File: config.mk
export PLATFORM = sky130hd
export DESIGN_NAME = cfu_field_stage
export DESIGN_NICKNAME = d
export VERILOG_FILES = /design/src/hw/rtl/cfu_pkg.sv /design/src/hw/rtl/cfu_field_stage.sv
export SDC_FILE = /design/constraint.sdc
export NUM_CORES = 2
export LEC_CHECK = 0
export CAP_MARGIN = 25
export CORE_AREA = 2 2 373 283
export CTS_CLUSTER_DIAMETER = 50
export CTS_CLUSTER_SIZE = 14
export DETAILED_ROUTE_END_ITERATION = 10
export DIE_AREA = 0 0 375 285
export DONT_BUFFER_PORTS = 1
export GPL_ROUTABILITY_DRIVEN = 0
export PLACE_DENSITY_LB_ADDON = 0.2
export SYNTH_ARGS = -nofsm -noshare
export SYNTH_HDL_FRONTEND = slang
export SYNTH_SLANG_ARGS = --single-unit
File: constraint.sdc
create_clock -name clock -period 9.7 [get_ports clock]
set_input_delay 0 -clock clock [delete_from_list [all_inputs] [get_ports clock]]
set_output_delay 0 -clock clock [all_outputs]
set_load 0.02 [all_outputs]
File: src/hw/rtl/cfu_pkg.sv
// shared types, constants and arithmetic helpers for the cpml cell update unit
package cfu_pkg;

   localparam int DATA_WIDTH = 32;
   localparam int PROD_WIDTH = 64;
   localparam int WIDE_WIDTH = 67;
   localparam int KT_WIDTH   = 36;

   localparam logic [4:0] COEF_SHIFT  = 5'd30;
   localparam logic [4:0] FIELD_SHIFT = 5'd24;

   localparam logic signed [DATA_WIDTH-1:0] Q_ONE = 32'sh0100_0000;
   localparam logic signed [DATA_WIDTH-1:0] Q_MAX = 32'sh7fff_ffff;
   localparam logic signed [DATA_WIDTH-1:0] Q_MIN = 32'sh8000_0000;

   typedef enum logic [1:0] {
      CSR_E_SCALE = 2'd0,
      CSR_H_SCALE = 2'd1,
      CSR_E_STEP  = 2'd2,
      CSR_H_STEP  = 2'd3
   } csr_index_type;

   typedef enum logic {
      FUNC_H_UPDATE = 1'b0,
      FUNC_E_UPDATE = 1'b1
   } func_type;

   typedef struct packed {
      logic signed [DATA_WIDTH-1:0] e_scale;
      logic signed [DATA_WIDTH-1:0] h_scale;
      logic signed [DATA_WIDTH-1:0] e_step;
      logic signed [DATA_WIDTH-1:0] h_step;
   } cfg_type;

   typedef struct packed {
      logic                         func;
      logic signed [DATA_WIDTH-1:0] old_value;
      logic signed [DATA_WIDTH-1:0] curl_first;
      logic signed [DATA_WIDTH-1:0] curl_second;
      logic signed [DATA_WIDTH-1:0] psi_first;
      logic signed [DATA_WIDTH-1:0] psi_second;
      logic signed [DATA_WIDTH-1:0] decay_first;
      logic signed [DATA_WIDTH-1:0] gain_first;
      logic signed [DATA_WIDTH-1:0] decay_second;
      logic signed [DATA_WIDTH-1:0] gain_second;
      logic signed [DATA_WIDTH-1:0] inv_kappa_first;
      logic signed [DATA_WIDTH-1:0] inv_kappa_second;
   } req_type;

   typedef struct packed {
      logic                         is_e;
      logic signed [DATA_WIDTH-1:0] step;
      logic signed [PROD_WIDTH-1:0] old_prod;
      logic signed [PROD_WIDTH-1:0] bp1;
      logic signed [PROD_WIDTH-1:0] cc1;
      logic signed [PROD_WIDTH-1:0] bp2;
      logic signed [PROD_WIDTH-1:0] cc2;
      logic signed [PROD_WIDTH-1:0] ck1;
      logic signed [PROD_WIDTH-1:0] ck2;
   } prod_type;

   typedef struct packed {
      logic                         is_e;
      logic signed [DATA_WIDTH-1:0] step;
      logic signed [PROD_WIDTH-1:0] old_prod;
      logic signed [DATA_WIDTH-1:0] inner;
      logic signed [DATA_WIDTH-1:0] np1;
      logic signed [DATA_WIDTH-1:0] np2;
   } inner_type;

   typedef struct packed {
      logic signed [DATA_WIDTH-1:0] new_value;
      logic signed [DATA_WIDTH-1:0] new_psi_first;
      logic signed [DATA_WIDTH-1:0] new_psi_second;
   } rsp_type;

   // round half up of (p1 +/- p2) / 2^shift, exact
   function automatic logic signed [WIDE_WIDTH-1:0] round_sum(
      input logic signed [PROD_WIDTH-1:0] p1,
      input logic signed [PROD_WIDTH-1:0] p2,
      input logic                         sub,
      input logic [4:0]                   shift
   );
      logic signed [WIDE_WIDTH-1:0] a;
      logic signed [WIDE_WIDTH-1:0] b;
      logic signed [WIDE_WIDTH-1:0] s;
      logic signed [WIDE_WIDTH-1:0] half;
      a    = {{(WIDE_WIDTH-PROD_WIDTH){p1[PROD_WIDTH-1]}}, p1};
      b    = {{(WIDE_WIDTH-PROD_WIDTH){p2[PROD_WIDTH-1]}}, p2};
      half = {{(WIDE_WIDTH-1){1'b0}}, 1'b1} << (shift - 5'd1);
      s    = sub ? (a - b) : (a + b);
      s    = s + half;
      return s >>> shift;
   endfunction

   function automatic logic signed [DATA_WIDTH-1:0] sat_q(
      input logic signed [WIDE_WIDTH-1:0] v
   );
      logic signed [WIDE_WIDTH-1:0] hi;
      logic signed [WIDE_WIDTH-1:0] lo;
      hi = {{(WIDE_WIDTH-DATA_WIDTH){Q_MAX[DATA_WIDTH-1]}}, Q_MAX};
      lo = {{(WIDE_WIDTH-DATA_WIDTH){Q_MIN[DATA_WIDTH-1]}}, Q_MIN};
      if (v > hi) begin
         return Q_MAX;
      end else if (v < lo) begin
         return Q_MIN;
      end
      return v[DATA_WIDTH-1:0];
   endfunction

endpackage

File: src/hw/rtl/cfu_field_stage.sv
// fourth and fifth stages: step product, field rounding and output register
module cfu_field_stage (
   input  logic               clock,
   input  logic               reset,
   input  logic               in_valid,
   output logic               in_ready,
   input  cfu_pkg::inner_type in_data,
   output logic               out_valid,
   input  logic               out_ready,
   output cfu_pkg::rsp_type   out_data
);

   logic v4_ff;
   logic v4_in;
   logic v5_ff;
   logic v5_in;
   logic rdy5;

   logic                                  is_e4_ff, is_e4_in;
   logic signed [cfu_pkg::PROD_WIDTH-1:0] old4_ff, old4_in;
   logic signed [cfu_pkg::PROD_WIDTH-1:0] sp4_ff, sp4_in;
   logic signed [cfu_pkg::DATA_WIDTH-1:0] np1_4_ff, np1_4_in;
   logic signed [cfu_pkg::DATA_WIDTH-1:0] np2_4_ff, np2_4_in;
   cfu_pkg::rsp_type                      rsp_ff, rsp_in;

   assign rdy5     = !v5_ff || out_ready;
   assign in_ready = !v4_ff || rdy5;

   // stage 4
   always_comb begin
      v4_in    = v4_ff;
      is_e4_in = is_e4_ff;
      old4_in  = old4_ff;
      sp4_in   = sp4_ff;
      np1_4_in = np1_4_ff;
      np2_4_in = np2_4_ff;
      if (in_ready) begin
         v4_in = in_valid;
      end
      if (in_ready && in_valid) begin
         is_e4_in = in_data.is_e;
         old4_in  = in_data.old_prod;
         sp4_in   = $signed(in_data.step) * $signed(in_data.inner);
         np1_4_in = in_data.np1;
         np2_4_in = in_data.np2;
      end
   end

   // stage 5, subtract for h update
   always_comb begin
      v5_in  = v5_ff;
      rsp_in = rsp_ff;
      if (rdy5) begin
         v5_in = v4_ff;
      end
      if (rdy5 && v4_ff) begin
         rsp_in.new_value      = cfu_pkg::sat_q(cfu_pkg::round_sum(old4_ff, sp4_ff, !is_e4_ff,
                                                                    cfu_pkg::FIELD_SHIFT));
         rsp_in.new_psi_first  = np1_4_ff;
         rsp_in.new_psi_second = np2_4_ff;
      end
   end

   always_ff @(posedge clock) begin
      if (reset) begin
         v4_ff <= 1'b0;
         v5_ff <= 1'b0;
      end else begin
         v4_ff <= v4_in;
         v5_ff <= v5_in;
      end
      is_e4_ff <= is_e4_in;
      old4_ff  <= old4_in;
      sp4_ff   <= sp4_in;
      np1_4_ff <= np1_4_in;
      np2_4_ff <= np2_4_in;
      rsp_ff   <= rsp_in;
   end

   assign out_valid = v5_ff;
   assign out_data  = rsp_ff;

endmodule

==> results by group <==
Outcome
  – Run status: completed

Setup path
  – Worst Setup End Kind: flop
  – Worst stage delay on the critical path: just under 0.7 ns
  – Largest delay contributor family on the critical path: simple AND/OR/NAND/NOR gates
  – Most frequent cell on the critical path: nand2_1
  – Reg2Reg Setup Slack: ~0.84 ns
  – Worst path bufs/invs: 3
  – RR Endpoint: out_data[66]$_DFFE_PP_
  – Crit-path slowest cell: nor4_1
  – Reg2reg start: sp4_ff[4]$_DFFE_PP_
  – Stages on the worst setup path: 29
  – CP Launch Type: flop
  – Crit Path Category: flop to flop
  – Worst R2R Path Depth: 29
  – CP max FO: 34
  – Worst EP arrival: 9.12 ns
  – Worst endpoint required time: between 9 and 10 ns

Final layout
  – Syn-to-layout area delta: 6.167%
  – Final nets: 6750
  – Most frequent cells in the layout: inv_1 (1191), fa_1 (1082), nand2_1 (850)
  – Register area: 8718 µm²
  – Most common cell after layout, fill and taps aside: inv_1
  – Multi-input gate area: 37100 µm²
  – Fill count: 9334
  – Fin cells: ~6600
  – Share of cells above drive strength 1: 0.02138

Timing
  – Clk_skew: 0.03511 ns
  – Final setup vio count: 0
  – Final Cycle Share: 0.9129
  – Total negative slack: 0 ns
  – Max Slew Vio Count: 0
  – Hold Vio Cnt, Final: 0
  – Final hold slack: approximately 0.042 ns
  – Slew @ Worst Pin: roughly 0.97 ns
  – Worst rel slew slack: 0.3547
  – Max Fclk: 0.1129 GHz
  – Minimum clock period: 8.855 ns
  – RSZ-0062 raised after global routing: false

Routing
  – Per-cell routed wire length: 20.62 µm
  – Routed Antenna Nets: 0
  – Drt drc: 0
  – Post-Route WL: 136.2 mm
  – Vias/cell: approximately 5.4
  – Vias: 35950
  – First-pass DRT Iterations: 6
  – Initial drt markers: 2795

Global route
  – GR Util met1: 0.4071
  – Grt ovf: 0
  – Largest net degree at the start of global routing: 71
  – First-pass GRT wire length: roughly 220 mm
  – M2 GR Usage: 0.3825
  – Total global routing track utilization: 0.2619
  – GR met3 Demand/Resource: 0.05887
  – Initial antenna violation count: 2
  – Number of global-route vias before repair: 37780
  – Busiest grt layer: met1

Synth
  – Yosys warnings: 0
  – Ys flop type: edfxtp_1
  – #FFs+latches synth: 291
  – Synthesized Nets: a little under 7000
  – Average cell area after synthesis: a little under 10 µm²
  – Unique masters post-synth: 88
  – Asr flop ratio synth: 0
  – Area of the mapped netlist: 51230 µm²
  – Sequential area share after synthesis: 0.1702
  – Number of flops mapped to enable cells by yosys: ~290
  – Gate Count Post-Synth: 5278

Floorplanning
  – Initial Util: 0.4938
  – Top Ports: 295
  – Row Count: 103
  – Die width: 375 µm
  – Die outline area: 106900 µm²
  – Die H: 285 µm
  – Core box area: 103700 µm²

CTS
  – Clk buf depth: 3
  – Htree depth: 1
  – CTS tree: done
  – Root Driver: clkbuf_16
  – Clk_lat worst skew: between 0.5 and 0.6 ns
  – CTS clk-pin slew, worst paths: approximately 0.07 ns
  – Num CTS Buffers: 29
  – # Post-CTS Setup Buffers: 0
  – Clk sinks: slightly below 300

Placement
  – Placed insts: about 6400
  – PortBufs: 0
  – Hpwl dp: 105.3 mm

Worst hold path
  – Worst hold path class: input port to flop
  – Startpoint of the worst hold path: in_data[13]
  – Min-Delay Endpoint: np2_4_ff[13]$_DFFE_PP_
  – Hold depth: 1

Flow run
  – Max cap viols: 0
Yosys cell counts, types with 6 or more instances:
cell type,number,area (µm²)
inv_1,1191,4471
fa_1,1082,21660
nand2_1,850,3191
edfxtp_1,289,8678
and2_1,258,1614
ha_1,249,3115
clkbuf_1,220,825.8
a21oi_1,156,780.8
nor2_1,155,581.8
xnor2_1,95,832.1
xor2_1,95,832.1
o21ai_0,54,270.3
nor3_1,51,255.2
a21o_1,50,375.4
nand3_1,46,230.2
and3_1,28,175.2
nand2b_1,27,168.9
nand4_1,26,162.7
a31oi_1,22,137.6
nor4_1,22,137.6
o21bai_1,22,165.2
a311oi_2,21,315.3
o21ba_1,21,210.2
nor2b_1,18,112.6
or3_1,15,93.84
a211oi_1,13,97.59
buf_2,13,65.06
o21a_1,12,90.09
o211ai_1,11,82.58
a311oi_1,10,87.58
and4_1,9,78.83
a21boi_0,6,45.04
mux2i_1,6,60.06
o21ba_2,6,60.06
o31ai_1,6,45.04
or2_2,6,37.54
or4_1,6,45.04
logic make-up after synthesis:
kind of cell	Yosys count	share of synthesized area
and+or+nand+nor	1547	0.1398
buffers and inverters	1433	0.1062
adders and majority gates	1331	0.4837
AOI/OAI and AO/OA	476	0.06561
DFF	291	0.1702
xor gates and xnor gates	190	0.03249
muxes	10	0.002052
metal layers:
layer | vias to the layer above | part of all wire | routed length (µm)
met3 | 141 | 0.096 | 13020
li1 | 15940 | - | -
met1 | 18300 | 0.47 | 63960
met2 | 1560 | 0.42 | 57110
met4 | 2 | 0.015 | 2022
met5 | - | 0.00040 | 54
worst max path at each step:
stage / start / to / slack [ns]
2_1_floorplan: in_data[69] / sp4_ff[62]$_DFFE_PP_ / 1.63
3_3_place_gp: in_data[69] / sp4_ff[62]$_DFFE_PP_ / 1.17
3_5_place_dp: in_data[69] / sp4_ff[62]$_DFFE_PP_ / 1.03
4_1_cts: sp4_ff[4]$_DFFE_PP_ / out_data[66]$_DFFE_PP_ / 0.99
5_1_grt: sp4_ff[3]$_DFFE_PP_ / out_data[88]$_DFFE_PP_ / 0.23
6_report: sp4_ff[4]$_DFFE_PP_ / out_data[66]$_DFFE_PP_ / 0.84
layout make-up:
| class | count | area share |
|---|---|---|
| Multi-Input combinational cell | 3554 | 0.6822 |
| Sequential cell | 291 | 0.1603 |
| Inverter | 1191 | 0.08220 |
| Tap cell | 1365 | 0.03140 |
| Timing Repair Buffer | 155 | 0.02779 |
| Clock buffer | 37 | 0.01390 |
| Clock inverter | 11 | 0.002140 |
| Antenna cell | 1 | 0.00004601 |
state kept, by name (all words and copies together) (netlist names):
name,cells
is_e4_ff,1
out_valid,1
v4_ff,1
np1_4_ff,32
old4_ff,64
np2_4_ff,32
sp4_ff,64
out_data,96
timing repair:
action	CTS	global route
hold buffers	139	0
endpoints found under the hold margin	134	0
gates resized for setup	0	0
through the flow:
step | cell area (µm²) | setup WS, ns | util
6_report | 54390 | 0.8448 | 0.5242
3_5_place_dp | 52120 | 1.034 | 0.5024
5_1_grt | 54390 | 0.2255 | 0.5242
4_1_cts | 54380 | 0.9883 | 0.5242
2_1_floorplan | 51230 | 1.631 | -
3_3_place_gp | 52120 | 1.167 | 0.5024
Power is not shown: default switching activity piles up to over one toggle a cycle in this logic, so the estimate is an artifact.
