`src/hw/rtl/cfu_pkg.sv`:
```
// shared types, constants and arithmetic helpers for the cpml cell update unit
package cfu_pkg;

   localparam int DATA_WIDTH = 32;
   localparam int PROD_WIDTH = 64;
   localparam int WIDE_WIDTH = 67;
   localparam int KT_WIDTH   = 36;

   localparam logic [4:0] COEF_SHIFT  = 5'd30;
   localparam logic [4:0] FIELD_SHIFT = 5'd24;

   localparam logic signed [DATA_WIDTH-1:0] Q_ONE = 32'sh0100_0000;
   localparam logic signed [DATA_WIDTH-1:0] Q_MAX = 32'sh7fff_ffff;
   localparam logic signed [DATA_WIDTH-1:0] Q_MIN = 32'sh8000_0000;

   typedef enum logic [1:0] {
      CSR_E_SCALE = 2'd0,
      CSR_H_SCALE = 2'd1,
      CSR_E_STEP  = 2'd2,
      CSR_H_STEP  = 2'd3
   } csr_index_type;

   typedef enum logic {
      FUNC_H_UPDATE = 1'b0,
      FUNC_E_UPDATE = 1'b1
   } func_type;

   typedef struct packed {
      logic signed [DATA_WIDTH-1:0] e_scale;
      logic signed [DATA_WIDTH-1:0] h_scale;
      logic signed [DATA_WIDTH-1:0] e_step;
      logic signed [DATA_WIDTH-1:0] h_step;
   } cfg_type;

   typedef struct packed {
      logic                         func;
      logic signed [DATA_WIDTH-1:0] old_value;
      logic signed [DATA_WIDTH-1:0] curl_first;
      logic signed [DATA_WIDTH-1:0] curl_second;
      logic signed [DATA_WIDTH-1:0] psi_first;
      logic signed [DATA_WIDTH-1:0] psi_second;
      logic signed [DATA_WIDTH-1:0] decay_first;
      logic signed [DATA_WIDTH-1:0] gain_first;
      logic signed [DATA_WIDTH-1:0] decay_second;
      logic signed [DATA_WIDTH-1:0] gain_second;
      logic signed [DATA_WIDTH-1:0] inv_kappa_first;
      logic signed [DATA_WIDTH-1:0] inv_kappa_second;
   } req_type;

   typedef struct packed {
      logic                         is_e;
      logic signed [DATA_WIDTH-1:0] step;
      logic signed [PROD_WIDTH-1:0] old_prod;
      logic signed [PROD_WIDTH-1:0] bp1;
      logic signed [PROD_WIDTH-1:0] cc1;
      logic signed [PROD_WIDTH-1:0] bp2;
      logic signed [PROD_WIDTH-1:0] cc2;
      logic signed [PROD_WIDTH-1:0] ck1;
      logic signed [PROD_WIDTH-1:0] ck2;
   } prod_type;

   typedef struct packed {
      logic                         is_e;
      logic signed [DATA_WIDTH-1:0] step;
      logic signed [PROD_WIDTH-1:0] old_prod;
      logic signed [DATA_WIDTH-1:0] inner;
      logic signed [DATA_WIDTH-1:0] np1;
      logic signed [DATA_WIDTH-1:0] np2;
   } inner_type;

   typedef struct packed {
      logic signed [DATA_WIDTH-1:0] new_value;
      logic signed [DATA_WIDTH-1:0] new_psi_first;
      logic signed [DATA_WIDTH-1:0] new_psi_second;
   } rsp_type;

   // round half up of (p1 +/- p2) / 2^shift, exact
   function automatic logic signed [WIDE_WIDTH-1:0] round_sum(
      input logic signed [PROD_WIDTH-1:0] p1,
      input logic signed [PROD_WIDTH-1:0] p2,
      input logic                         sub,
      input logic [4:0]                   shift
   );
      logic signed [WIDE_WIDTH-1:0] a;
      logic signed [WIDE_WIDTH-1:0] b;
      logic signed [WIDE_WIDTH-1:0] s;
      logic signed [WIDE_WIDTH-1:0] half;
      a    = {{(WIDE_WIDTH-PROD_WIDTH){p1[PROD_WIDTH-1]}}, p1};
      b    = {{(WIDE_WIDTH-PROD_WIDTH){p2[PROD_WIDTH-1]}}, p2};
      half = {{(WIDE_WIDTH-1){1'b0}}, 1'b1} << (shift - 5'd1);
      s    = sub ? (a - b) : (a + b);
      s    = s + half;
      return s >>> shift;
   endfunction

   function automatic logic signed [DATA_WIDTH-1:0] sat_q(
      input logic signed [WIDE_WIDTH-1:0] v
   );
      logic signed [WIDE_WIDTH-1:0] hi;
      logic signed [WIDE_WIDTH-1:0] lo;
      hi = {{(WIDE_WIDTH-DATA_WIDTH){Q_MAX[DATA_WIDTH-1]}}, Q_MAX};
      lo = {{(WIDE_WIDTH-DATA_WIDTH){Q_MIN[DATA_WIDTH-1]}}, Q_MIN};
      if (v > hi) begin
         return Q_MAX;
      end else if (v < lo) begin
         return Q_MIN;
      end
      return v[DATA_WIDTH-1:0];
   endfunction

endpackage

```
`src/hw/rtl/cfu_psi_stage.sv`:
```
// second and third stages: psi rounding, curl term, saturated inner sum
module cfu_psi_stage (
   input  logic               clock,
   input  logic               reset,
   input  logic               in_valid,
   output logic               in_ready,
   input  cfu_pkg::prod_type  in_data,
   output logic               out_valid,
   input  logic               out_ready,
   output cfu_pkg::inner_type out_data
);

   logic v2_ff;
   logic v2_in;
   logic v3_ff;
   logic v3_in;
   logic rdy3;

   logic                                      is_e2_ff, is_e2_in;
   logic signed [cfu_pkg::DATA_WIDTH-1:0]     step2_ff, step2_in;
   logic signed [cfu_pkg::PROD_WIDTH-1:0]     old2_ff, old2_in;
   logic signed [cfu_pkg::DATA_WIDTH-1:0]     np1_ff, np1_in;
   logic signed [cfu_pkg::DATA_WIDTH-1:0]     np2_ff, np2_in;
   logic signed [cfu_pkg::KT_WIDTH-1:0]       kt_ff, kt_in;
   logic signed [cfu_pkg::WIDE_WIDTH-1:0]     kt_wide;
   logic signed [cfu_pkg::WIDE_WIDTH-1:0]     inner_wide;
   cfu_pkg::inner_type                        s3_ff, s3_in;

   assign rdy3     = !v3_ff || out_ready;
   assign in_ready = !v2_ff || rdy3;

   // stage 2
   always_comb begin
      v2_in    = v2_ff;
      is_e2_in = is_e2_ff;
      step2_in = step2_ff;
      old2_in  = old2_ff;
      np1_in   = np1_ff;
      np2_in   = np2_ff;
      kt_in    = kt_ff;
      kt_wide  = cfu_pkg::round_sum(in_data.ck1, in_data.ck2, 1'b1, cfu_pkg::COEF_SHIFT);
      if (in_ready) begin
         v2_in = in_valid;
      end
      if (in_ready && in_valid) begin
         is_e2_in = in_data.is_e;
         step2_in = in_data.step;
         old2_in  = in_data.old_prod;
         np1_in   = cfu_pkg::sat_q(cfu_pkg::round_sum(in_data.bp1, in_data.cc1, 1'b0,
                                                      cfu_pkg::COEF_SHIFT));
         np2_in   = cfu_pkg::sat_q(cfu_pkg::round_sum(in_data.bp2, in_data.cc2, 1'b0,
                                                      cfu_pkg::COEF_SHIFT));
         kt_in    = kt_wide[cfu_pkg::KT_WIDTH-1:0];
      end
   end

   // stage 3
   always_comb begin
      v3_in      = v3_ff;
      s3_in      = s3_ff;
      inner_wide = {{(cfu_pkg::WIDE_WIDTH-cfu_pkg::KT_WIDTH){kt_ff[cfu_pkg::KT_WIDTH-1]}}, kt_ff}
                 + {{(cfu_pkg::WIDE_WIDTH-cfu_pkg::DATA_WIDTH){np1_ff[cfu_pkg::DATA_WIDTH-1]}},
                    np1_ff}
                 - {{(cfu_pkg::WIDE_WIDTH-cfu_pkg::DATA_WIDTH){np2_ff[cfu_pkg::DATA_WIDTH-1]}},
                    np2_ff};
      if (rdy3) begin
         v3_in = v2_ff;
      end
      if (rdy3 && v2_ff) begin
         s3_in.is_e     = is_e2_ff;
         s3_in.step     = step2_ff;
         s3_in.old_prod = old2_ff;
         s3_in.inner    = cfu_pkg::sat_q(inner_wide);
         s3_in.np1      = np1_ff;
         s3_in.np2      = np2_ff;
      end
   end

   always_ff @(posedge clock) begin
      if (reset) begin
         v2_ff <= 1'b0;
         v3_ff <= 1'b0;
      end else begin
         v2_ff <= v2_in;
         v3_ff <= v3_in;
      end
      is_e2_ff <= is_e2_in;
      step2_ff <= step2_in;
      old2_ff  <= old2_in;
      np1_ff   <= np1_in;
      np2_ff   <= np2_in;
      kt_ff    <= kt_in;
      s3_ff    <= s3_in;
   end

   assign out_valid = v3_ff;
   assign out_data  = s3_ff;

endmodule

```
`config.mk`:
```
export PLATFORM = sky130hd
export DESIGN_NAME = cfu_psi_stage
export DESIGN_NICKNAME = d
export VERILOG_FILES = /design/src/hw/rtl/cfu_pkg.sv /design/src/hw/rtl/cfu_psi_stage.sv
export SDC_FILE = /design/constraint.sdc
export NUM_CORES = 1
export LEC_CHECK = 0
export ABC_AREA = 1
export BUFFER_PORTS_ARGS = -buffer_cell sky130_fd_sc_hd__buf_2
export CAP_MARGIN = 20
export CORE_ASPECT_RATIO = 0.9
export CORE_MARGIN = 2
export CORE_UTILIZATION = 40
export DETAILED_ROUTE_END_ITERATION = 8
export GPL_ROUTABILITY_DRIVEN = 0
export GPL_TIMING_DRIVEN = 1
export PLACE_DENSITY = 0.62
export SYNTH_ARGS = -nofsm -noshare
export SYNTH_HDL_FRONTEND = slang
export SYNTH_SLANG_ARGS = --single-unit
export TNS_END_PERCENT = 1
```
`constraint.sdc`:
```
create_clock -name clock -period 15.3 [get_ports clock]
set_input_delay 0.765 -clock clock [delete_from_list [all_inputs] [get_ports clock]]
set_output_delay 0.765 -clock clock [all_outputs]
set_load 0.02 [all_outputs]
```
==> results.cfg <==
[global_route]
grt_pass1_wl_um = 165000
grt_start_max_net_pins = 116
antenna_found_initial = 7
grt_pass1_vias = 28700
grt_usage = 0.256
grt-ovfl-total = 0

[sta]
fmax_mhz = 257
rsz0062_at_grt = no
min_period_ns = 3.90
maxSlewViolCount = 0
finalSetupViolCount = 0
maxSlewHeadroom = 0.403
final-hold-violation-count = 0
tightest_slew_ns = 0.895
finalCritPeriodShare = 0.255
fin_ws_ns = 11.40
finalClockSkew_ns = 0.0170
setup_tns_ns = 0

[final_layout]
final_area_mm2 = 0.0384
area_growth_pct = 18.6
finalNonFillerCells = 5952
nNetsFinal = 5800
fillers = 8059
drive_gt1_frac = 0.166
multi_input_area_mm2 = 0.0178
utilization = 0.476
final-seq-area_mm2 = 0.0118

[logic_synthesis]
yosysSeqAreaShare = 0.363
synth_cell_types = 44
synth_top_area_cell = edfxtp_1
synth_nets = 5091
ys_ff_latch = 392
synth_edf_count = 390
syn_inst = 4154
yosys_most_used_dff = edfxtp_1
syn-cell-area_mm2 = 0.0324
synth_area_per_cell_um2 = 7.80
synth.area.top_cells = edfxtp_1 36%, ha_1 16%, nand2_1 14%, inv_1 8.1%, nor2_1 5.1%
synth.top_cell.area_share = 0.361
yosys_warnings = 0
postSynth.asyncResetShare = 0

[clocking]
clockRootBuffer = clkbuf_16
tritoncts = built
cts_setup_buffers = 0
worstSkewPairLatency_ns = 0.56
cts_buffers = 41
cts.clk_slew.worst_paths_ns = 0.06
cts_max_level = 2
cts_hold_repair.buffers = 0
cts_sinks = 392
cts_buffer_depth = 3
cts_resized = 0

[placed_design]
place_area_mm2 = 0.0370
port_buffers = 679
post-place-cells = 5879
place_hpwl_um = 95100
pre_cts_ws_ns = 11.34

[run_status]
status = complete, no violations

[pwr]
power_density_mw_per_mm2 = 122
p_int_mw = 2.74
sequentialPowerShare = 0.313
p_sw_frac = 0.416
p_leak_nw = 19.2
power.switching_mw = 1.95
combPwrFrac = 0.460
clockPowerShare = 0.227
ir_worst_vdd_mv = 0.101

[worst_setup_path]
rr_worst_depth = 14
crit_path_end_kind = flop
r2r_slack_ns = 11.40
crit_arrival_ns = 4.17
critPathKind = flop to flop
crit_required_ns = 15.57
critPathMaxFanout = 31
reg2reg_to = out_data[87]
r2r_start = np1_ff[31]
critPathLaunchType = flop

[detailed_routing]
drtPass1Iterations = 6
drc = 0
drt-total-wl_um = 110000
wl_per_cell_um = 18.5
drt-initial-drc-count = 2711
vias = 30500
viasPerCell = 5.12
ant_nets = 0

[floorplan]
die_h_um = 274
dieArea_mm2 = 0.0833
die_w_um = 304
coreArea_mm2 = 0.0806
io_pins = 680
num_rows = 99
initial_core_util = 0.402

[worst_hold_path]
hold_class = input pin to flop
holdPathStages = 1
min_to = old2_ff[50]
min_from = in_data[434]

[job]
drv_cap = 0
critical path, cell delays in order, from the launching register on:
cell and delay, ns:
edfxtp_1 0.50, inv_1 0.24, fa_1 0.58, inv_1 0.04
ha_1 0.37, inv_1 0.14, o21ai_0 0.16, a21oi_1 0.18
nand2_1 0.08, a21oi_1 0.17, nand4_1 0.19, a21oi_2 0.19
nand2_2 0.08, o21ai_4 0.53, nand2_1 0.16
layout by cell type (no fill, tap or decap), drive strengths merged, types with 60 or more instances in the layout:
| cell | netlist | routed |
|---|---|---|
| a21oi | 295 | 295 |
| buf | 18 | 684 |
| edfxtp | 390 | 390 |
| ha | 416 | 416 |
| inv | 702 | 706 |
| nand2 | 1192 | 1192 |
| nand3 | 150 | 150 |
| nor2 | 461 | 461 |
| o21ai | 125 | 125 |
| o21bai | 65 | 65 |
| xor2 | 60 | 60 |
kinds of logic (layout without fill, tap and decap cells):
family                   count (synthesis)  after routing  share of synthesized area
flip-flops                             392            392                      0.363
adder cells (fa/ha/maj)                452            452                      0.183
XOR/XNOR                                96             96                     0.0262
AND/OR/NAND/NOR                       1913           1913                      0.239
other                                    0              1                          0
buffers and inverters                  720           1457                     0.0876
AO/OA/AOI/OAI                          581            581                      0.102
per-layer routing:
layer / routed length, um / track usage / vias up
met5: 27 / 0 / -
met4: 2650 / 0.0627 / 4
met3: 9840 / 0.0533 / 144
met2: 50000 / 0.423 / 1268
met1: 47500 / 0.342 / 14000
li1: - / - / 15100
worst max path at each step:
stage / startpoint / slack, ns / to
after floorplan: out_ready / 4.43 / out_data[0]
after global placement: np1_ff[31] / 11.42 / out_data[87]
after detailed placement: np1_ff[31] / 11.34 / out_data[83]
after CTS: np1_ff[31] / 11.35 / out_data[83]
after global routing: np2_ff[0] / 11.07 / out_data[75]
final: np1_ff[31] / 11.40 / out_data[87]
registers in the layout (all words and copies together), names as in the netlist:
register	flops
out_data	193
old2_ff	64
kt_ff	36
np1_ff	32
np2_ff	32
step2_ff	32
is_e2_ff	1
out_valid	1
v2_ff	1
metrics by stage:
step | hold WS (ns) | total power [mW]
3_5_place_dp | 0.405 | 3.62
6_report | 0.382 | 4.69
2_1_floorplan | 0.400 | 2.98
5_1_grt | 0.364 | 5.03
3_3_place_gp | 0.400 | 3.61
4_1_cts | 0.352 | 4.69
cells in the mapped netlist (2+ instances only):
library cell	instances
a211oi_1	2
o2111ai_1	2
o21a_1	12
a31o_2	2
o21ai_2	2
o21ai_0	120
and3_1	12
o21bai_1	65
nand3_2	2
nand4_1	21
nor2_1	442
a31oi_1	31
edfxtp_1	390
o21ai_1	2
nor2_2	19
xnor2_1	36
ha_1	416
inv_2	6
nand2_1	1170
and2_1	6
o211ai_1	7
xor2_1	59
nand3b_1	4
nand2_2	21
nand3_1	148
buf_6	18
dfxtp_1	2
inv_1	696
a21boi_0	12
nor3_2	7
nor4_1	9
nor3_1	51
a21o_1	18
a22oi_1	2
fa_1	36
a21oi_1	294
a221oi_1	5
power by group through the flow:
| stage | logic [mW] | clock network [mW] | registers, mW |
|---|---|---|---|
| 6_report | 2.16 | 1.07 | 1.47 |
| 5_1_grt | 2.42 | 1.13 | 1.48 |
| 3_5_place_dp | 2.12 | 0 | 1.49 |
| 2_1_floorplan | 1.45 | 0 | 1.54 |
| 3_3_place_gp | 2.12 | 0 | 1.49 |
| 4_1_cts | 2.13 | 1.08 | 1.47 |
final cells by class:
class,instances,area share
diodes,1,0.0000651
clock buffers,43,0.0269
clock inverters,28,0.0101
inverters,702,0.0688
multi-input cells,3042,0.464
flip-flops and latches,392,0.306
well taps,1060,0.0345
repair buffers,684,0.0899
(Power assumes the default switching activity.)
