[src/hw/rtl/cfu_pkg.sv]
// shared types, constants and arithmetic helpers for the cpml cell update unit
package cfu_pkg;

   localparam int DATA_WIDTH = 32;
   localparam int PROD_WIDTH = 64;
   localparam int WIDE_WIDTH = 67;
   localparam int KT_WIDTH   = 36;

   localparam logic [4:0] COEF_SHIFT  = 5'd30;
   localparam logic [4:0] FIELD_SHIFT = 5'd24;

   localparam logic signed [DATA_WIDTH-1:0] Q_ONE = 32'sh0100_0000;
   localparam logic signed [DATA_WIDTH-1:0] Q_MAX = 32'sh7fff_ffff;
   localparam logic signed [DATA_WIDTH-1:0] Q_MIN = 32'sh8000_0000;

   typedef enum logic [1:0] {
      CSR_E_SCALE = 2'd0,
      CSR_H_SCALE = 2'd1,
      CSR_E_STEP  = 2'd2,
      CSR_H_STEP  = 2'd3
   } csr_index_type;

   typedef enum logic {
      FUNC_H_UPDATE = 1'b0,
      FUNC_E_UPDATE = 1'b1
   } func_type;

   typedef struct packed {
      logic signed [DATA_WIDTH-1:0] e_scale;
      logic signed [DATA_WIDTH-1:0] h_scale;
      logic signed [DATA_WIDTH-1:0] e_step;
      logic signed [DATA_WIDTH-1:0] h_step;
   } cfg_type;

   typedef struct packed {
      logic                         func;
      logic signed [DATA_WIDTH-1:0] old_value;
      logic signed [DATA_WIDTH-1:0] curl_first;
      logic signed [DATA_WIDTH-1:0] curl_second;
      logic signed [DATA_WIDTH-1:0] psi_first;
      logic signed [DATA_WIDTH-1:0] psi_second;
      logic signed [DATA_WIDTH-1:0] decay_first;
      logic signed [DATA_WIDTH-1:0] gain_first;
      logic signed [DATA_WIDTH-1:0] decay_second;
      logic signed [DATA_WIDTH-1:0] gain_second;
      logic signed [DATA_WIDTH-1:0] inv_kappa_first;
      logic signed [DATA_WIDTH-1:0] inv_kappa_second;
   } req_type;

   typedef struct packed {
      logic                         is_e;
      logic signed [DATA_WIDTH-1:0] step;
      logic signed [PROD_WIDTH-1:0] old_prod;
      logic signed [PROD_WIDTH-1:0] bp1;
      logic signed [PROD_WIDTH-1:0] cc1;
      logic signed [PROD_WIDTH-1:0] bp2;
      logic signed [PROD_WIDTH-1:0] cc2;
      logic signed [PROD_WIDTH-1:0] ck1;
      logic signed [PROD_WIDTH-1:0] ck2;
   } prod_type;

   typedef struct packed {
      logic                         is_e;
      logic signed [DATA_WIDTH-1:0] step;
      logic signed [PROD_WIDTH-1:0] old_prod;
      logic signed [DATA_WIDTH-1:0] inner;
      logic signed [DATA_WIDTH-1:0] np1;
      logic signed [DATA_WIDTH-1:0] np2;
   } inner_type;

   typedef struct packed {
      logic signed [DATA_WIDTH-1:0] new_value;
      logic signed [DATA_WIDTH-1:0] new_psi_first;
      logic signed [DATA_WIDTH-1:0] new_psi_second;
   } rsp_type;

   // round half up of (p1 +/- p2) / 2^shift, exact
   function automatic logic signed [WIDE_WIDTH-1:0] round_sum(
      input logic signed [PROD_WIDTH-1:0] p1,
      input logic signed [PROD_WIDTH-1:0] p2,
      input logic                         sub,
      input logic [4:0]                   shift
   );
      logic signed [WIDE_WIDTH-1:0] a;
      logic signed [WIDE_WIDTH-1:0] b;
      logic signed [WIDE_WIDTH-1:0] s;
      logic signed [WIDE_WIDTH-1:0] half;
      a    = {{(WIDE_WIDTH-PROD_WIDTH){p1[PROD_WIDTH-1]}}, p1};
      b    = {{(WIDE_WIDTH-PROD_WIDTH){p2[PROD_WIDTH-1]}}, p2};
      half = {{(WIDE_WIDTH-1){1'b0}}, 1'b1} << (shift - 5'd1);
      s    = sub ? (a - b) : (a + b);
      s    = s + half;
      return s >>> shift;
   endfunction

   function automatic logic signed [DATA_WIDTH-1:0] sat_q(
      input logic signed [WIDE_WIDTH-1:0] v
   );
      logic signed [WIDE_WIDTH-1:0] hi;
      logic signed [WIDE_WIDTH-1:0] lo;
      hi = {{(WIDE_WIDTH-DATA_WIDTH){Q_MAX[DATA_WIDTH-1]}}, Q_MAX};
      lo = {{(WIDE_WIDTH-DATA_WIDTH){Q_MIN[DATA_WIDTH-1]}}, Q_MIN};
      if (v > hi) begin
         return Q_MAX;
      end else if (v < lo) begin
         return Q_MIN;
      end
      return v[DATA_WIDTH-1:0];
   endfunction

endpackage

[src/hw/rtl/cfu_csr_regs.sv]
// scale and step registers with their plain write port
module cfu_csr_regs (
   input  logic                               clock,
   input  logic                               reset,
   input  logic                               csr_we,
   input  logic [1:0]                         csr_index,
   input  logic [cfu_pkg::DATA_WIDTH-1:0]     csr_wdata,
   output cfu_pkg::cfg_type                   cfg
);

   cfu_pkg::cfg_type cfg_ff;
   cfu_pkg::cfg_type cfg_in;

   always_comb begin
      cfg_in = cfg_ff;
      if (csr_we) begin
         case (cfu_pkg::csr_index_type'(csr_index))
            cfu_pkg::CSR_E_SCALE: cfg_in.e_scale = csr_wdata;
            cfu_pkg::CSR_H_SCALE: cfg_in.h_scale = csr_wdata;
            cfu_pkg::CSR_E_STEP:  cfg_in.e_step  = csr_wdata;
            cfu_pkg::CSR_H_STEP:  cfg_in.h_step  = csr_wdata;
            default:              cfg_in = cfg_ff;
         endcase
      end
   end

   always_ff @(posedge clock) begin
      if (reset) begin
         cfg_ff.e_scale <= cfu_pkg::Q_ONE;
         cfg_ff.h_scale <= cfu_pkg::Q_ONE;
         cfg_ff.e_step  <= cfu_pkg::Q_ONE;
         cfg_ff.h_step  <= cfu_pkg::Q_ONE;
      end else begin
         cfg_ff <= cfg_in;
      end
   end

   assign cfg = cfg_ff;

endmodule

[config.mk]
export PLATFORM = sky130hd
export DESIGN_NAME = cfu_csr_regs
export DESIGN_NICKNAME = d
export VERILOG_FILES = /design/src/hw/rtl/cfu_pkg.sv /design/src/hw/rtl/cfu_csr_regs.sv
export SDC_FILE = /design/constraint.sdc
export NUM_CORES = 1
export LEC_CHECK = 0
export BUFFER_PORTS_ARGS = -buffer_cell sky130_fd_sc_hd__buf_2
export CAP_MARGIN = 20
export CORE_MARGIN = 4
export CORE_UTILIZATION = 54
export CTS_CLUSTER_DIAMETER = 40
export CTS_CLUSTER_SIZE = 30
export DETAILED_ROUTE_END_ITERATION = 10
export PLACE_DENSITY = 0.81
export SLEW_MARGIN = 30
export SYNTH_ARGS = -nofsm -noshare
export SYNTH_HDL_FRONTEND = slang
export SYNTH_SLANG_ARGS = --single-unit
[constraint.sdc]
create_clock -name clock -period 1.9 [get_ports clock]
set_input_delay 0.38 -clock clock [delete_from_list [all_inputs] [get_ports clock]]
set_output_delay 0.38 -clock clock [all_outputs]
set_load 0.03 [all_outputs]
==> out/metrics.yaml, run 1 <==
cts_resized: 0
critical_path_class: "reg2out"
layout_commonest_cell: "buf_2"
syn_inst: 454
die_w_um: 105
cts_htree_levels: 4
max_stage_delay_ns: 0.36
max_slew_margin_pct: 61.1
skew_ns: 0
syn_to_final_growth_pct: 29.5
grt_pass1_wl_mm: 19.2
ys_ff_latch: 128
grt_antenna_before_repair: 0
die_area_um2: 11000
arrival_ns: 1.07
vias: 3705
grt_start_max_net_pins: 76
clk_pin_slew_ns: 0.06
firstDrtPassIters: 4
n_antenna_cell: 0
wl_mm: 11.6
cts_tree: "built"
setup_viol: 0
place.detailed.hpwl_mm: 7.88
synth.avg_cell_area_um2: 11.1
status: "completed"
place_area_um2: 5970
viasPerCell: 5.04
critPathCaptureType: "output port"
wire_per_inst_um: 15.8
design_area_um2: 6540
synth_fp_nets: 491
crit_slowest_cell: "dfxtp_1"
antenna_left: 0
fillers: 710
start_kind: "flip-flop"
rsz0062_at_grt: "false"
period_minus_slack_ns: 1.45
crit_family: "flip-flops"
largest_reg_flops: 128
numPortBuffers: 164
cts_max_path_buffers: 2
synth.largest_area_cell: "dfxtp_1"
grt_pass1_vias: 3841
synth_top_area_share_pct: 50.7
cts_sinks: 128
cts_root_buffer: "clkbuf_8"
min_path_type: "in2reg"
nNetsFinal: 648
io_pins: 165
fin_crit_sh_pct: 76.5
cp_num_buf_inv: 1
start_util_pct: 55.2
synthTopCellsByArea: "dfxtp_1 (51%), mux2i_1 (25%), nand2b_1 (19%)"
drt_iter0_markers: 125
gp_congestion: 0.765
hold_buffers: 0
tightest_slew_ns: 0.583
max_freq_mhz: 688
most-common-layout-cells: "buf_2 (164), nand2b_1 (155), mux2i_1 (128), dfxtp_1 (128), clkbuf_16 (16)"
setup-tns-final_ns: 0
crit_fanout: 2
crit_path_cell_trace: "buf_2"
drc: 0
ir_drop_mv: 0.543
drive_above_1_share_pct: 32.5
power_density_nw_per_um2: 1010
maxCapViolations: 0
cts_setup_buffers: 0
rows: 35
ys_seq_area_share_pct: 50.7
core_area_um2: 9150
syn_area_um2: 5050
whs_ns: 0.183
synth_cell_types: 13
track_usage_pct: 21.8
required_ns: 1.52
numCtsBuffers: 17
drv_slew: 0
worstSkewPairLatency_ns: 0.50
p_leak_nw: 3.41
grt-ovfl-total: 0
finalHoldViolCount: 0
ys_warn_count: 0
dieHeight_um: 105
[logic make-up (layout without fill, tap and decap cells)]
family	count (synthesis)	after routing	share of synthesized area [%]
buffers and inverters	32	202	3.47
flip-flops	128	128	50.7
AND/OR/NAND/NOR	166	166	20.5
multiplexers	128	128	25.4
[layer usage]
| metal | GRT usage, % | part of all wire (%) |
|---|---|---|
| met3 | 7.78 | 6.2 |
| met2 | 36.5 | 49 |
| met4 | 7.87 | 1.7 |
| met1 | 25.7 | 43 |
| met5 | 0 | 0 |
[synth_stat cells (all sizes together)]
| cell | n |
|---|---|
| nand2b | 155 |
| dfxtp | 128 |
| mux2i | 128 |
| buf | 17 |
| clkbuf | 15 |
| nor2 | 5 |
| nand3b | 2 |
| and3b | 1 |
| nand3 | 1 |
| nor3b | 1 |
| or3b | 1 |
[where the power goes]
group | switching, W | leakage (nW) | total (W) | internal (W)
sequential | 0.0000505 | 1.04 | 0.00283 | 0.00278
combinational | 0.000411 | 2.10 | 0.000660 | 0.000250
clock | 0.00124 | 0.273 | 0.00313 | 0.00189
[final cells by class]
class	count	area, µm²	share of cell area [%]
clock buffers	18	418	6.39
repair buffers	170	941	14.4
flip-flops and latches	128	2560	39.2
well taps	111	139	2.12
multi-input cells	294	2320	35.5
clock inverters	14	158	2.41
[metrics by stage]
stage / power [W] / instances / worst slack (ns) / util (%)
final: 0.00662 / 735 / 0.446 / 71.5
after global routing: 0.00685 / 735 / 0.391 / 71.5
after CTS: 0.00668 / 735 / 0.417 / 71.5
after detailed placement: 0.00355 / 703 / 0.408 / 65.2
after global placement: 0.00354 / 703 / 0.466 / 65.2
after floorplan: 0.00334 / 454 / 0.765 / -
[final timing paths]
check,depth (start not counted),start,slack (ns),end
hold / removal,3,csr_wdata[24],0.18,cfg[24]
setup reg to reg,2,cfg[55],1.23,cfg[55]
setup / recovery,1,cfg[123],0.45,cfg[123]
hold reg to reg,2,cfg[96],0.47,cfg[96]
Note: power is estimated with default switching activity, not from simulation.
==> run 2, diff against run 1 <==
- CORE_UTILIZATION: 54 -> 50
- PLACE_DENSITY: 0.81 -> 0.76
- clock period: 1.9 -> 1.5 ns (I/O delays scaled with it)
==> run 2 against run 1 <==
Compared with the run above: die area increased by 7.4%; combinational power rose by 27%; flip-flop and latch count stayed put; sequential share of layout area is 0.33 points lower; sequential power rose by 27%; worst hold slack worse by 0.086 ns; largest power group unchanged; clock-buffer cell count grew 4.
==> out/metrics.yaml, run 2 (synthesized netlist as in run 1, its figures left out) <==
tightest_slew_ns: 0.456
wl_mm: 11.6
rrSetupSlack_ns: 0.85
wire_per_inst_um: 15.2
dieHeight_um: 109
cts_htree_levels: 4
setup-tns-final_ns: 0
cts_max_path_buffers: 2
cts_sinks: 128
firstDrtPassIters: 4
final_cells: 758
cts_setup_buffers: 0
power_switching_w: 0.00200
power_density_nw_per_um2: 1290
max_stage_delay_ns: 0.35
viasPerCell: 4.81
grt-ovfl-total: 0
max_freq_mhz: 727
clk_pin_slew_ns: 0.06
min_path_type: "in2reg"
place_area_um2: 6000
power.internal_w: 0.00649
numPortBuffers: 164
nNetsFinal: 649
fillers: 817
vias: 3643
crit_slowest_cell: "dfxtp_1"
pwr-share-seq_pct: 42.2
cts_resized: 0
r2r_end: "cfg[69]"
max_slew_margin_pct: 69.6
design_area_um2: 6600
grt_antenna_before_repair: 0
drt_iter0_markers: 144
maxCapViolations: 0
rsz0062_at_grt: "false"
start_kind: "flip-flop"
min_path_cells: 3
p_sw_share_pct: 23.5
largest_reg_flops: 128
p_comb_share_pct: 9.9
gp_congestion: 0.747
drive_above_1_share_pct: 32.5
ir_drop_mv: 0.772
drv_slew: 0
critical_path_class: "reg2out"
required_ns: 1.20
seq_area_um2: 2560
hold_buffers: 0
die_area_um2: 11800
status: "completed"
start_util_pct: 51.5
n_antenna_cell: 0
core_area_um2: 9820
track_usage_pct: 20.2
most-common-layout-cells: "buf_2 (164), nand2b_1 (155), mux2i_1 (128), dfxtp_1 (128), clkbuf_16 (16)"
hold_path.startpoint: "csr_wdata[24]"
p_leak_nw: 3.44
setup_viol: 0
worst_r2r_path_depth: 2
crit_family: "flip-flops"
cts_root_buffer: "clkbuf_8"
cp_num_buf_inv: 1
critPathCaptureType: "output port"
finalHoldViolCount: 0
skew_ns: 0
clock_power_share_pct: 47.9
numCtsBuffers: 17
arrival_ns: 1.08
place_inst: 726
rows: 36
drc: 0
min_to: "cfg[56]"
period_minus_slack_ns: 1.38
multi_input_area_um2: 2320
grt_pass1_vias: 3635
antenna_left: 0
place.detailed.hpwl_mm: 7.79
syn_to_final_growth_pct: 30.6
layout_commonest_cell: "buf_2"
die_w_um: 109
grt_pass1_wl_mm: 18.4
crit_fanout: 2
io_pins: 165
crit_path_cell_trace: "buf_2"
fin_crit_sh_pct: 91.7
worstSkewPairLatency_ns: 0.51
cts_tree: "built"
grt_start_max_net_pins: 99
timing.rr.start: "cfg[69]"
run 2: how the worst max path moves through the flow:
stage | start | endpoint | slack [ns] | cells after the start
floorplan | csr_index[1] | cfg[120] | 0.44 | 3
finish | cfg[117] | cfg[117] | 0.12 | 1
CTS | cfg[108] | cfg[108] | 0.10 | 1
global placement | csr_index[1] | cfg[120] | 0.16 | 3
global route | cfg[97] | cfg[97] | 0.07 | 1
detailed placement | csr_index[1] | cfg[123] | 0.14 | 3
run 2: per-layer routing:
metal | part of all wire [%] | global-route usage (%)
met4 | 1.5 | 7.48
met5 | 0 | 0
met3 | 7.5 | 6.99
met1 | 42 | 24.7
met2 | 49 | 33.1
run 2: final cells by class:
type	count	share of cell area (%)
sequential	128	38.8
multi-input combinational	294	35.2
tap	133	2.52
timing repair buffer	171	14.4
clock buffer	22	7.02
clock inverter	10	2.03
run 2: power by group through the flow:
stage,Combinational (W),Clock (W),Sequential (W)
2_1_floorplan,0.000346,0,0.00389
3_3_place_gp,0.000831,0,0.00365
3_5_place_dp,0.000847,0,0.00366
4_1_cts,0.000850,0.00415,0.00359
5_1_grt,0.000899,0.00433,0.00360
6_report,0.000840,0.00406,0.00359
run 2: worst min-delay path, stage by stage:
cell and delay, ns:
buf_2 0.08, nor2_1 0.07, mux2i_1 0.12
run 2: stage by stage:
step	hold slack [ns]	worst slack, ns	util [%]	power, W
2_1_floorplan	0.491	0.445	-	0.00424
3_3_place_gp	0.456	0.165	61.1	0.00448
3_5_place_dp	0.459	0.143	61.1	0.00450
4_1_cts	0.0776	0.103	67.2	0.00858
5_1_grt	0.0928	0.0673	67.2	0.00883
6_report	0.0974	0.124	67.2	0.00849
